`src/hdl/gsf_pkg.sv`:
```
package gsf_pkg;

    localparam int unsigned CAP_BITS = 13;
    localparam logic [CAP_BITS-1:0] CAP_RESET = 13'd4096;

    typedef enum logic [2:0] {
        F_WRITE = 3'd0,
        F_READ  = 3'd1,
        F_OPEN  = 3'd2,
        F_CLOSE = 3'd3,
        F_CLEAR = 3'd4
    } t_func;

    typedef struct packed {
        logic                popped;
        logic [31:0]         lost;
        logic [CAP_BITS-1:0] buffered;
        logic [31:0]         offered;
        logic [31:0]         delivered;
        logic [31:0]         dropped;
        logic [31:0]         overflow;
        logic                torn;
        logic                opened;
    } t_status;

    function automatic logic [31:0] sat_add32(input logic [31:0] a, input logic [31:0] b);
        logic [32:0] s;
        s = {1'b0, a} + {1'b0, b};
        return s[32] ? '1 : s[31:0];
    endfunction

    function automatic logic [31:0] sat_inc32(input logic [31:0] a);
        return (a == '1) ? a : a + 32'd1;
    endfunction

endpackage

```
`src/hdl/gsf_ctrl.sv`:
```
module gsf_ctrl
    import gsf_pkg::*;
#(
    parameter int unsigned DEPTH       = 4096,
    parameter int unsigned SAMPLE_BITS = 16
) (
    input  logic                       i_clk,
    input  logic                       i_rst_n,
    input  logic                       i_cfg_we,
    input  logic [CAP_BITS-1:0]        i_cfg_wdata,
    input  logic                       i_accept,
    input  logic [2:0]                 i_func,
    input  logic [15:0]                i_sample_i,
    input  logic [15:0]                i_sample_q,
    output logic                       o_we,
    output logic [$clog2(DEPTH)-1:0]   o_waddr,
    output logic [2*SAMPLE_BITS-1:0]   o_wdata,
    output logic                       o_re,
    output logic [$clog2(DEPTH)-1:0]   o_raddr,
    output logic                       o_done,
    output t_status                    o_status
);

    localparam int unsigned AW = $clog2(DEPTH);
    localparam int unsigned CW = $clog2(DEPTH + 1);

    logic [CAP_BITS-1:0] r_capacity;
    logic [CW-1:0]       r_cap,    n_cap;
    logic [AW-1:0]       r_head,   n_head;
    logic [AW-1:0]       r_tail,   n_tail;
    logic [CW-1:0]       r_fill,   n_fill;
    logic                r_torn,   n_torn;
    logic                r_open,   n_open;
    logic [31:0]         r_hole,   n_hole;
    logic [31:0]         r_gap,    n_gap;
    logic [31:0]         r_offer,  n_offer;
    logic [31:0]         r_deliv,  n_deliv;
    logic [31:0]         r_drop,   n_drop;
    logic [31:0]         r_ovf,    n_ovf;
    logic                r_done;
    t_status             r_status;
    logic                popped;
    logic [31:0]         lost;
    logic [CW-1:0]       cap_clamp;

    function automatic logic [AW-1:0] next_slot(input logic [AW-1:0] p,
                                                 input logic [CW-1:0] cap);
        logic [CW:0] p1;
        p1 = (CW + 1)'(p) + (CW + 1)'(1);
        return (p1 >= (CW + 1)'(cap)) ? '0 : AW'(p1);
    endfunction

    assign cap_clamp = (32'(r_capacity) > 32'(DEPTH)) ? CW'(DEPTH) : CW'(r_capacity);

    always_comb begin
        n_cap   = r_cap;
        n_head  = r_head;
        n_tail  = r_tail;
        n_fill  = r_fill;
        n_torn  = r_torn;
        n_open  = r_open;
        n_hole  = r_hole;
        n_gap   = r_gap;
        n_offer = r_offer;
        n_deliv = r_deliv;
        n_drop  = r_drop;
        n_ovf   = r_ovf;
        popped  = 1'b0;
        lost    = '0;
        o_we    = 1'b0;
        o_re    = 1'b0;
        case (i_func)
            F_WRITE: begin
                if (r_open) begin
                    n_offer = sat_inc32(r_offer);
                    if (r_torn) begin
                        n_hole = sat_inc32(r_hole);
                        n_drop = sat_inc32(r_drop);
                    end else begin
                        n_gap  = sat_add32(r_gap, r_hole);
                        n_hole = '0;
                        if (r_fill < r_cap) begin
                            o_we   = i_accept;
                            n_head = next_slot(r_head, r_cap);
                            n_fill = r_fill + CW'(1);
                        end else begin
                            n_drop = sat_inc32(r_drop);
                            n_ovf  = sat_inc32(r_ovf);
                            n_hole = 32'd1;
                            n_torn = 1'b1;
                        end
                    end
                end
            end
            F_READ: begin
                lost  = r_gap;
                n_gap = '0;
                if (r_fill != '0) begin
                    popped  = 1'b1;
                    o_re    = i_accept;
                    n_tail  = next_slot(r_tail, r_cap);
                    n_fill  = r_fill - CW'(1);
                    n_deliv = sat_inc32(r_deliv);
                end
                if (n_fill == '0) begin
                    n_torn = 1'b0;
                end
            end
            F_OPEN: begin
                if (r_capacity != '0) begin
                    n_cap  = cap_clamp;
                    n_drop = sat_add32(r_drop, 32'(r_fill));
                    n_gap  = sat_add32(sat_add32(r_gap, 32'(r_fill)), r_hole);
                    n_head = '0;
                    n_tail = '0;
                    n_fill = '0;
                    n_torn = 1'b0;
                    n_hole = '0;
                    n_open = 1'b1;
                end
            end
            F_CLOSE: begin
                n_cap  = '0;
                n_drop = sat_add32(r_drop, 32'(r_fill));
                n_gap  = '0;
                n_head = '0;
                n_tail = '0;
                n_fill = '0;
                n_torn = 1'b0;
                n_hole = '0;
                n_open = 1'b0;
            end
            F_CLEAR: begin
                n_offer = '0;
                n_deliv = '0;
                n_drop  = '0;
                n_ovf   = '0;
            end
            default: begin
            end
        endcase
    end

    assign o_waddr = r_head;
    assign o_raddr = r_tail;
    assign o_wdata = {SAMPLE_BITS'($unsigned(i_sample_q)),
                      SAMPLE_BITS'($unsigned(i_sample_i))};

    always_ff @(posedge i_clk) begin
        if (!i_rst_n) begin
            r_capacity <= CAP_RESET;
        end else if (i_cfg_we) begin
            r_capacity <= i_cfg_wdata;
        end
    end

    always_ff @(posedge i_clk) begin
        if (!i_rst_n) begin
            r_cap   <= '0;
            r_head  <= '0;
            r_tail  <= '0;
            r_fill  <= '0;
            r_torn  <= 1'b0;
            r_open  <= 1'b0;
            r_hole  <= '0;
            r_gap   <= '0;
            r_offer <= '0;
            r_deliv <= '0;
            r_drop  <= '0;
            r_ovf   <= '0;
            r_done  <= 1'b0;
        end else begin
            r_done <= i_accept;
            if (i_accept) begin
                r_cap   <= n_cap;
                r_head  <= n_head;
                r_tail  <= n_tail;
                r_fill  <= n_fill;
                r_torn  <= n_torn;
                r_open  <= n_open;
                r_hole  <= n_hole;
                r_gap   <= n_gap;
                r_offer <= n_offer;
                r_deliv <= n_deliv;
                r_drop  <= n_drop;
                r_ovf   <= n_ovf;
            end
        end
    end

    // capture the result status alongside the state update
    always_ff @(posedge i_clk) begin
        if (i_accept) begin
            r_status.popped    <= popped;
            r_status.lost      <= lost;
            r_status.buffered  <= CAP_BITS'(n_fill);
            r_status.offered   <= n_offer;
            r_status.delivered <= n_deliv;
            r_status.dropped   <= n_drop;
            r_status.overflow  <= n_ovf;
            r_status.torn      <= n_torn;
            r_status.opened    <= n_open;
        end
    end

    assign o_done   = r_done;
    assign o_status = r_status;

endmodule

```
`config.mk`:
```
export PLATFORM = sky130hd
export DESIGN_NAME = gsf_ctrl
export DESIGN_NICKNAME = d
export VERILOG_FILES = /design/src/hdl/gsf_pkg.sv /design/src/hdl/gsf_ctrl.sv
export SDC_FILE = /design/constraint.sdc
export NUM_CORES = 1
export LEC_CHECK = 0
export BUFFER_PORTS_ARGS = -buffer_cell sky130_fd_sc_hd__buf_2
export CAP_MARGIN = 20
export CORE_MARGIN = 3
export CORE_UTILIZATION = 36
export CTS_CLUSTER_SIZE = 16
export DETAILED_ROUTE_END_ITERATION = 16
export HOLD_SLACK_MARGIN = 0.05
export PLACE_DENSITY = 0.54
export SLEW_MARGIN = 30
export SYNTH_ARGS = -nofsm -noshare
export SYNTH_HDL_FRONTEND = slang
export SYNTH_SLANG_ARGS = --single-unit
export TNS_END_PERCENT = 5
```
`constraint.sdc`:
```
create_clock -name i_clk -period 6.8 [get_ports i_clk]
set_input_delay 1.7 -clock i_clk [delete_from_list [all_inputs] [get_ports i_clk]]
set_output_delay 1.7 -clock i_clk [all_outputs]
set_load 0.005 [all_outputs]
```
==> metrics list, run 1 <==
- Cell Chain, Critical Path: ha_1 -> fa_1 -> a21o_1 -> a21oi_1 -> o21bai_1 -> a2111oi_1 -> o31ai_1 -> a2111oi_2 -> nor3_2 -> nand3_1 -> buf_4 -> nand2_1 -> ha_1 -> o21ai_0 -> a211oi_1 -> o211ai_1 -> nand4_1 -> a31oi_1 -> o21ai_1 -> a31o_2 -> o21ai_0 -> a31oi_1
* Via count: around 24000
- CTS HTree Levels: 2
- IR analysis of the VDD net gives a maximum drop of 0.000182 V.
- Fmax achieved: 163 MHz
- Minimum setup slack after placement: around 0.65 ns
* CTS Hold Bufs: 0
* Actual slew at the worst max-slew pin: 0.871 ns
- Number of unique standard cell types used by synthesis: 91
- For this run, the leading register cell type out of synthesis is dfxtp_1.
* Clock tree from TritonCTS: done
- After detailed routing, the average wire length per cell comes to roughly 20 um.
- A synthesized cell averages 8.51 sq um.
- Setup slack closes at 0.676 ns.
- Worst setup SP type: register
- The Yosys step of the flow raised 0 warnings.
- DP HPWL: 61.4 mm
* Die footprint: just under 80000 sq um
- I/O pin count: ~290
- In this run the static leakage power is roughly 12 nW.
* DRT iter0 DRCs: between 2000 and 2500
- Power spread over the standard cell area amounts to ~220 nW/um^2.
* Unrepaired setup endpoints after global routing: false
- Of the available clock period, the critical path in the final layout requires 90.1%.
* First-pass GRT wire length: 134 mm
- Global routing used 21.4% of the available tracks.
- Number of cells produced by synthesis: 3201
- Maximum number of pins on one net before global-route repair: 121
* Antenna violations before repair: 9
- The first TritonRoute pass finished after 5 iterations.
* Sinks on the clock net: around 430
- Category of the most critical setup path: register to register
- Critical-path maximum fanout: 26
- Initial cell density of the core: 36.5%
- The most critical setup path has its startpoint at r_gap[0].
- Die width: 281 um
* CP delay by family, top: compound AO/OA/AOI/OAI gates
- Counting flops with a built-in enable in the synthesized netlist gives 176.
- Post-synthesis register bit count: 434
* Final Instance Area: 31100 sq um
- Across the routed clock network, the largest skew measured is 0.0187 ns.
- Fillcell total: 7530
* Largest stage delay on the critical path: 0.58 ns
- After clock tree synthesis, the clock-pin slew on the worst setup and hold paths is around 0.060 ns.
* Endpoint type of the worst setup path: register
* Data arrival, critical path: around 6.7 ns
- Number of max-cap violations: 0
* Area Growth Syn to Fin: 14.1%
- Residual DRC: 0
* Fin. Hold Viols: 0
* Total negative setup slack: 0 ns
- The number of global-route vias before repair came to 22767.
- STA puts the critical path data required time at ~7.3 ns.
* Post-detailed-routing wire length: 87.0 mm
- Most common cell after layout, fill and taps aside: nor2_1
- The startpoint identified for the worst hold timing path is r_cap[2].
- The clock reaches the later pin of the worst-skew pair after 0.61 ns.
* Final number of setup-violating endpoints: 0
- For this run, asynchronously set or reset flops after synthesis account for 0%.
- CTS Buffer Depth: 3
* Cell Area, Placed: 29100 sq um
* Global placement routability congestion: 0.887
- Number of vias per cell after detailed routing: 5.64
- In this run the register-to-register setup slack is slightly below 0.7 ns.
- Subtracting the final worst setup slack from the clock period gives 6.12 ns.
- Path class of the lowest-slack min-delay path: register to register
- In the final design database the tool counted roughly 3500 nets.
- Die Height: 281 um
- Buffers inserted during clock tree synthesis total 51.
* Remaining antenna violation count: 0
* Reg-to-Reg Start: r_gap[0]
- Fraction of the yosys area taken by sequential cells: 38.4%
* Core Region: 74700 sq um
- Worst slew margin relative to its limit: 41.7%
- Fraction of layout instances using a drive strength above 1: between 10% and 20%
- GRT overflow: 0
- The tree is rooted in a clkbuf_16.
- The mapped netlist covers around 27000 sq um.
* Standard cell with the maximum stage delay on the critical path: a2111oi_1
- Counting both buffers and inverters, the worst setup path holds a total of 1.
- The library cells used most frequently in the layout, excluding fill and tap cells, are 330 x nor2_1, 295 x nand2_1, 285 x o21ai_0.
* Input/output buffers: about 220
- Result of the run: completed
- Row generation in the floorplan step produced 100 rows.
* Synthesized net count: between 3000 and 4000
* Number of max-slew violations in the final report: 0
cell families (layout without fill, tap and decap cells):
logic type,after synthesis,count (layout),synth area share [%]
other,0,5,0
muxes,46,46,1.71
xor gates and xnor gates,222,222,7.14
DFF,434,434,38.4
adders and majority gates,142,142,6.63
AOI/OAI and AO/OA,881,881,20.4
and+or+nand+nor,1211,1211,21.5
buffers and inverters,265,435,4.20
registers in the layout, indices dropped and copies added (netlist names):
register	cells
r_capacity	13
r_hole	32
r_offer	32
r_gap	32
r_cap	13
r_drop	32
r_deliv	32
r_open	1
r_ovf	32
o_waddr	12
r_fill	13
o_done	1
o_status	176
o_raddr	12
r_torn	1
report_power, final:
part,switching (mW),internal [mW]
logic,0.425,0.213
registers,0.0683,2.79
clock network,1.20,2.01
repair_timing:
item / CTS / global route
buffers inserted: 0 / 0
endpoints found under the setup margin: 0 / 23
resized for setup: 0 / 1
endpoints found under the hold margin: 0 / 0
worst paths after layout:
path                     to  depth (start not counted)
hold reg to reg    r_cap[2]                          2
setup reg to reg  r_gap[11]                         22
hold / removal     r_cap[2]                          2
setup / recovery  r_gap[11]                         22
metrics by stage:
step	utilization [%]	hold WS, ns	std cells	power, mW
finish	41.6	0.453	4345	6.71
global route	41.6	0.464	4344	6.98
CTS	41.6	0.451	4340	6.78
detailed placement	39.0	0.444	4244	3.55
global placement	38.9	0.440	4244	3.55
floorplan	-	0.432	3201	3.30
layer usage:
| layer | track usage, % | part of all wire (%) | up-vias | routed length (um) |
|---|---|---|---|---|
| met1 | 30.2 | 46 | 11595 | 40400 |
| li1 | - | - | 11999 | - |
| met5 | 0 | 0.031 | - | 27 |
| met4 | 6.63 | 2.7 | 4 | 2380 |
| met2 | 33.8 | 45 | 742 | 38900 |
| met3 | 3.12 | 6.0 | 145 | 5240 |
final cells by class:
cell class | count | area, sq um | share of cell area [%]
Multi-Input combinational cell | 2502 | 15700 | 50.5
Sequential cell | 434 | 10500 | 33.6
Timing Repair Buffer | 271 | 1510 | 4.85
Clock buffer | 62 | 1360 | 4.37
Tap cell | 969 | 1210 | 3.90
Clock inverter | 34 | 596 | 1.92
Inverter | 68 | 258 | 0.829
Antenna cell | 5 | 12.5 | 0.0402
synthesized netlist by cell type, drive strengths merged, types with 74 or more instances:
cell type	count	area share, %
a21oi	204	3.8
and3	74	1.7
clkbuf	142	2.0
dfxtp	258	19
edfxtp	176	19
ha	138	6.3
nand2	297	4.1
nand3	162	3.0
nor2	334	4.6
nor3	93	1.7
o21ai	290	5.3
xnor2	103	3.3
xor2	119	3.8
worst reg2reg max path, cell delays in order, from the launching register on:
cell       delay (ns)
dfxtp_1          0.33
ha_1             0.21
fa_1             0.40
a21o_1           0.20
a21oi_1          0.21
o21bai_1         0.11
a2111oi_1        0.58
o31ai_1          0.26
a2111oi_2        0.49
nor3_2           0.16
nand3_1          0.14
buf_4            0.20
nand2_1          0.08
ha_1             0.36
o21ai_0          0.19
a211oi_1         0.34
o211ai_1         0.19
nand4_1          0.19
a31oi_1          0.15
o21ai_1          0.31
a31o_2           0.56
o21ai_0          0.23
a31oi_1          0.19
Note: power is estimated with default switching activity, not from simulation.
==> run 2: changes to the inputs <==
--- a/config.mk
+++ b/config.mk
@@ -8,13 +8,13 @@
 export BUFFER_PORTS_ARGS = -buffer_cell sky130_fd_sc_hd__buf_2
 export CAP_MARGIN = 20
 export CORE_MARGIN = 3
-export CORE_UTILIZATION = 36
+export CORE_UTILIZATION = 35
 export CTS_CLUSTER_SIZE = 16
 export DETAILED_ROUTE_END_ITERATION = 16
 export HOLD_SLACK_MARGIN = 0.05
-export PLACE_DENSITY = 0.54
+export PLACE_DENSITY = 0.53
 export SLEW_MARGIN = 30
 export SYNTH_ARGS = -nofsm -noshare
 export SYNTH_HDL_FRONTEND = slang
 export SYNTH_SLANG_ARGS = --single-unit
-export TNS_END_PERCENT = 5
+export TNS_END_PERCENT = 10
==> run 2 against run 1 <==
Fmax down 1.2%. Final cell count increased by 1.4%. Die area up 2.8%. Total power decreased by 3.6%. Count of clock-buffer cells in the layout rose by 4. Via count rose by 0.37%. Critical path depth is 3 higher. Sequential power hardly changed. Core utilization decreased by 1.1 points. Clock power is 7.5% lower. Non-clock buffer count increased by 1. First-iteration DRC count fell by 10%. Critical endpoint is now r_gap[1]. Largest power group unchanged.
==> metrics list, run 2 (synthesis gave the netlist of run 1 again) <==
- Residual DRC: 0
- Root buf cell: clkbuf_16
* Worst setup skew after layout: 0.0473 ns
* Worst setup SP type: register
- Sequential cell area: roughly 10000 sq um
* Worst path most repeated cell: a21oi_1
* Flip-flop count of the largest register, all copies and words added: approximately 180
* Global placement routability congestion: 0.892
- Sinks on the clock net: 434
- Total negative setup slack: 0 ns
- Final std cells w/o fill: 4408
* GRT overflow: 0
- The pre-antenna-repair detailed-routing pass consisted of 5 iterations.
- Input/output buffers: about 220
* WP buf/inv: 2
- Power per Cell Area: about 210 nW/um^2
- Once detail routing completed, the nets flagged for antenna violations numbered 0.
- For this run, global-route usage on met2 was measured as between 30% and 40%.
- The slowest stage of the critical path is the a2111oi_2 cell.
- The first global-routing pass estimated 136 mm of wire.
- Path class of the lowest-slack min-delay path: register to register
* Number of placed cells counting well taps: 4305
- For the pin with the worst max-slew slack, the measured transition is around 0.99 ns.
- Summing all non-filler instances in the final layout gives an area of 31100 sq um.
- Measured against its own limit, the worst slew margin works out to 34.0%.
* Endpoint type of the worst setup path: register
* Via count: 24576
* Initial cell density of the core: between 30% and 40%
* Number of max-slew violations in the final report: 0
* Met1 capacity usage during global routing: 29.5%
- Met3 GRT Util: 3.26%
- Result of the run: completed
- CTS Buffer Depth: 3
- Most common cell after layout, fill and taps aside: nor2_1
- Clock transition at the registers of the reported paths: 0.06 ns
* Data arrival, critical path: 6.67 ns
- In the final design database the tool counted roughly 3500 nets.
* Critical-path maximum fanout: 24
* CTS HTree Levels: 2
* Worst-case hold slack: around 0.45 ns
- Final number of setup-violating endpoints: 0
- In the final routed layout, each cell accounts on average for 19.9 um.
- In this design, the stage delay of the slowest critical-path cell is 0.50 ns.
* Fin. Hold Viols: 0
- In this run, the number of DRC markers left after iteration 0 of detailed routing was 1890.
* Unrepaired setup endpoints after global routing: false
- Antenna violations before repair: 2
* Clock tree from TritonCTS: done
* I/O pin count: 287
* Die width: 285 um
* Number of vias per cell after detailed routing: 5.58
- DP HPWL: about 62 mm
- The die covers a little over 80000 sq um.
- In this run, CTS created clock tree buffers numbering 53.
- The cell family contributing the most delay on the critical path is compound AO/OA/AOI/OAI gates.
- VDD sags by at most 0.000160 V.
* Multi-input logic area: 15700 sq um
* Area Growth Syn to Fin: 14.0%
* Cell Area, Placed: 29200 sq um
- The floorplan step defined a core boundary enclosing 76600 sq um.
- Standard-cell row count: 101
- Number of max-cap violations: 0
- Gr usage total: 20.8%
- The clock reaches the later pin of the worst-skew pair after 0.62 ns.
* Vias in the first global route: 22730
* Ratio of final minimum period to clock period: 91.1%
- At the worst endpoint, the required time is 7.27 ns.
- Maximum number of pins on one net before global-route repair: 79
- Most frequent cells in the layout: 331 x nor2_1, 296 x nand2_1, 284 x o21ai_0
- The die is 285 um tall.
- In this run the static leakage power is between 10 and 15 nW.
* Fin crit period: 6.20 ns
* Fraction of layout instances using a drive strength above 1: between 10% and 20%
- Counting the fill cells in the layout gives 7877.
- Most congested layer reported by global routing: met2
- Wires add up to 87.8 mm.
- Buffer count from post-CTS setup fixing: 0
* Fmax achieved: 161 MHz
- The critical path is of the register to register type.
run 2: path summary, 6_finish.rpt:
path	slack (ns)	endpoint	start	cells past startpoint
setup / recovery	0.60	r_gap[1]	r_gap[0]	25
hold / removal	0.45	r_cap[7]	r_cap[7]	2
setup reg to reg	0.60	r_gap[1]	r_gap[0]	25
hold reg to reg	0.45	r_cap[7]	r_cap[7]	2
run 2: what timing repair did:
| action | CTS | global route |
|---|---|---|
| setup endpoints to repair | 0 | 32 |
| hold buffers | 0 | 0 |
| gates resized for setup | 0 | 4 |
run 2: layout make-up:
type / count / area share, %
multi-input cells: 2502 / 50.6
repair buffers: 272 / 4.89
well taps: 1030 / 4.15
flip-flops and latches: 434 / 33.7
clock buffers: 66 / 4.62
inverters: 68 / 0.830
clock inverters: 34 / 1.25
diodes: 2 / 0.0161
run 2: tightest hold or removal path, stage by stage (launching register included):
cell     delay [ns]
dfxtp_1        0.30
nand2_1        0.05
a21oi_1        0.05
run 2: metal layers:
layer / routed length (um) / vias up / part of all wire, %
met3: 5590 / 132 / 6.4
li1: - / 11985 / -
met5: 0 / - / 0
met4: 2230 / 0 / 2.5
met1: 40700 / 11683 / 46
met2: 39200 / 776 / 45
run 2: stage by stage:
stage               setup WS (ns)  util [%]  power (mW)
finish                      0.604      40.5        6.47
global route               0.0510      40.5        6.73
CTS                         0.299      40.5        6.55
detailed placement          0.329      38.1        3.55
global placement            0.437      38.1        3.55
floorplan                    1.33         -        3.30
run 2: where the power goes:
group / internal [mW] / leakage (nW) / switching (mW)
Sequential: 2.79 / 3.84 / 0.0689
Clock: 1.77 / 0.895 / 1.20
Combinational: 0.215 / 7.67 / 0.426
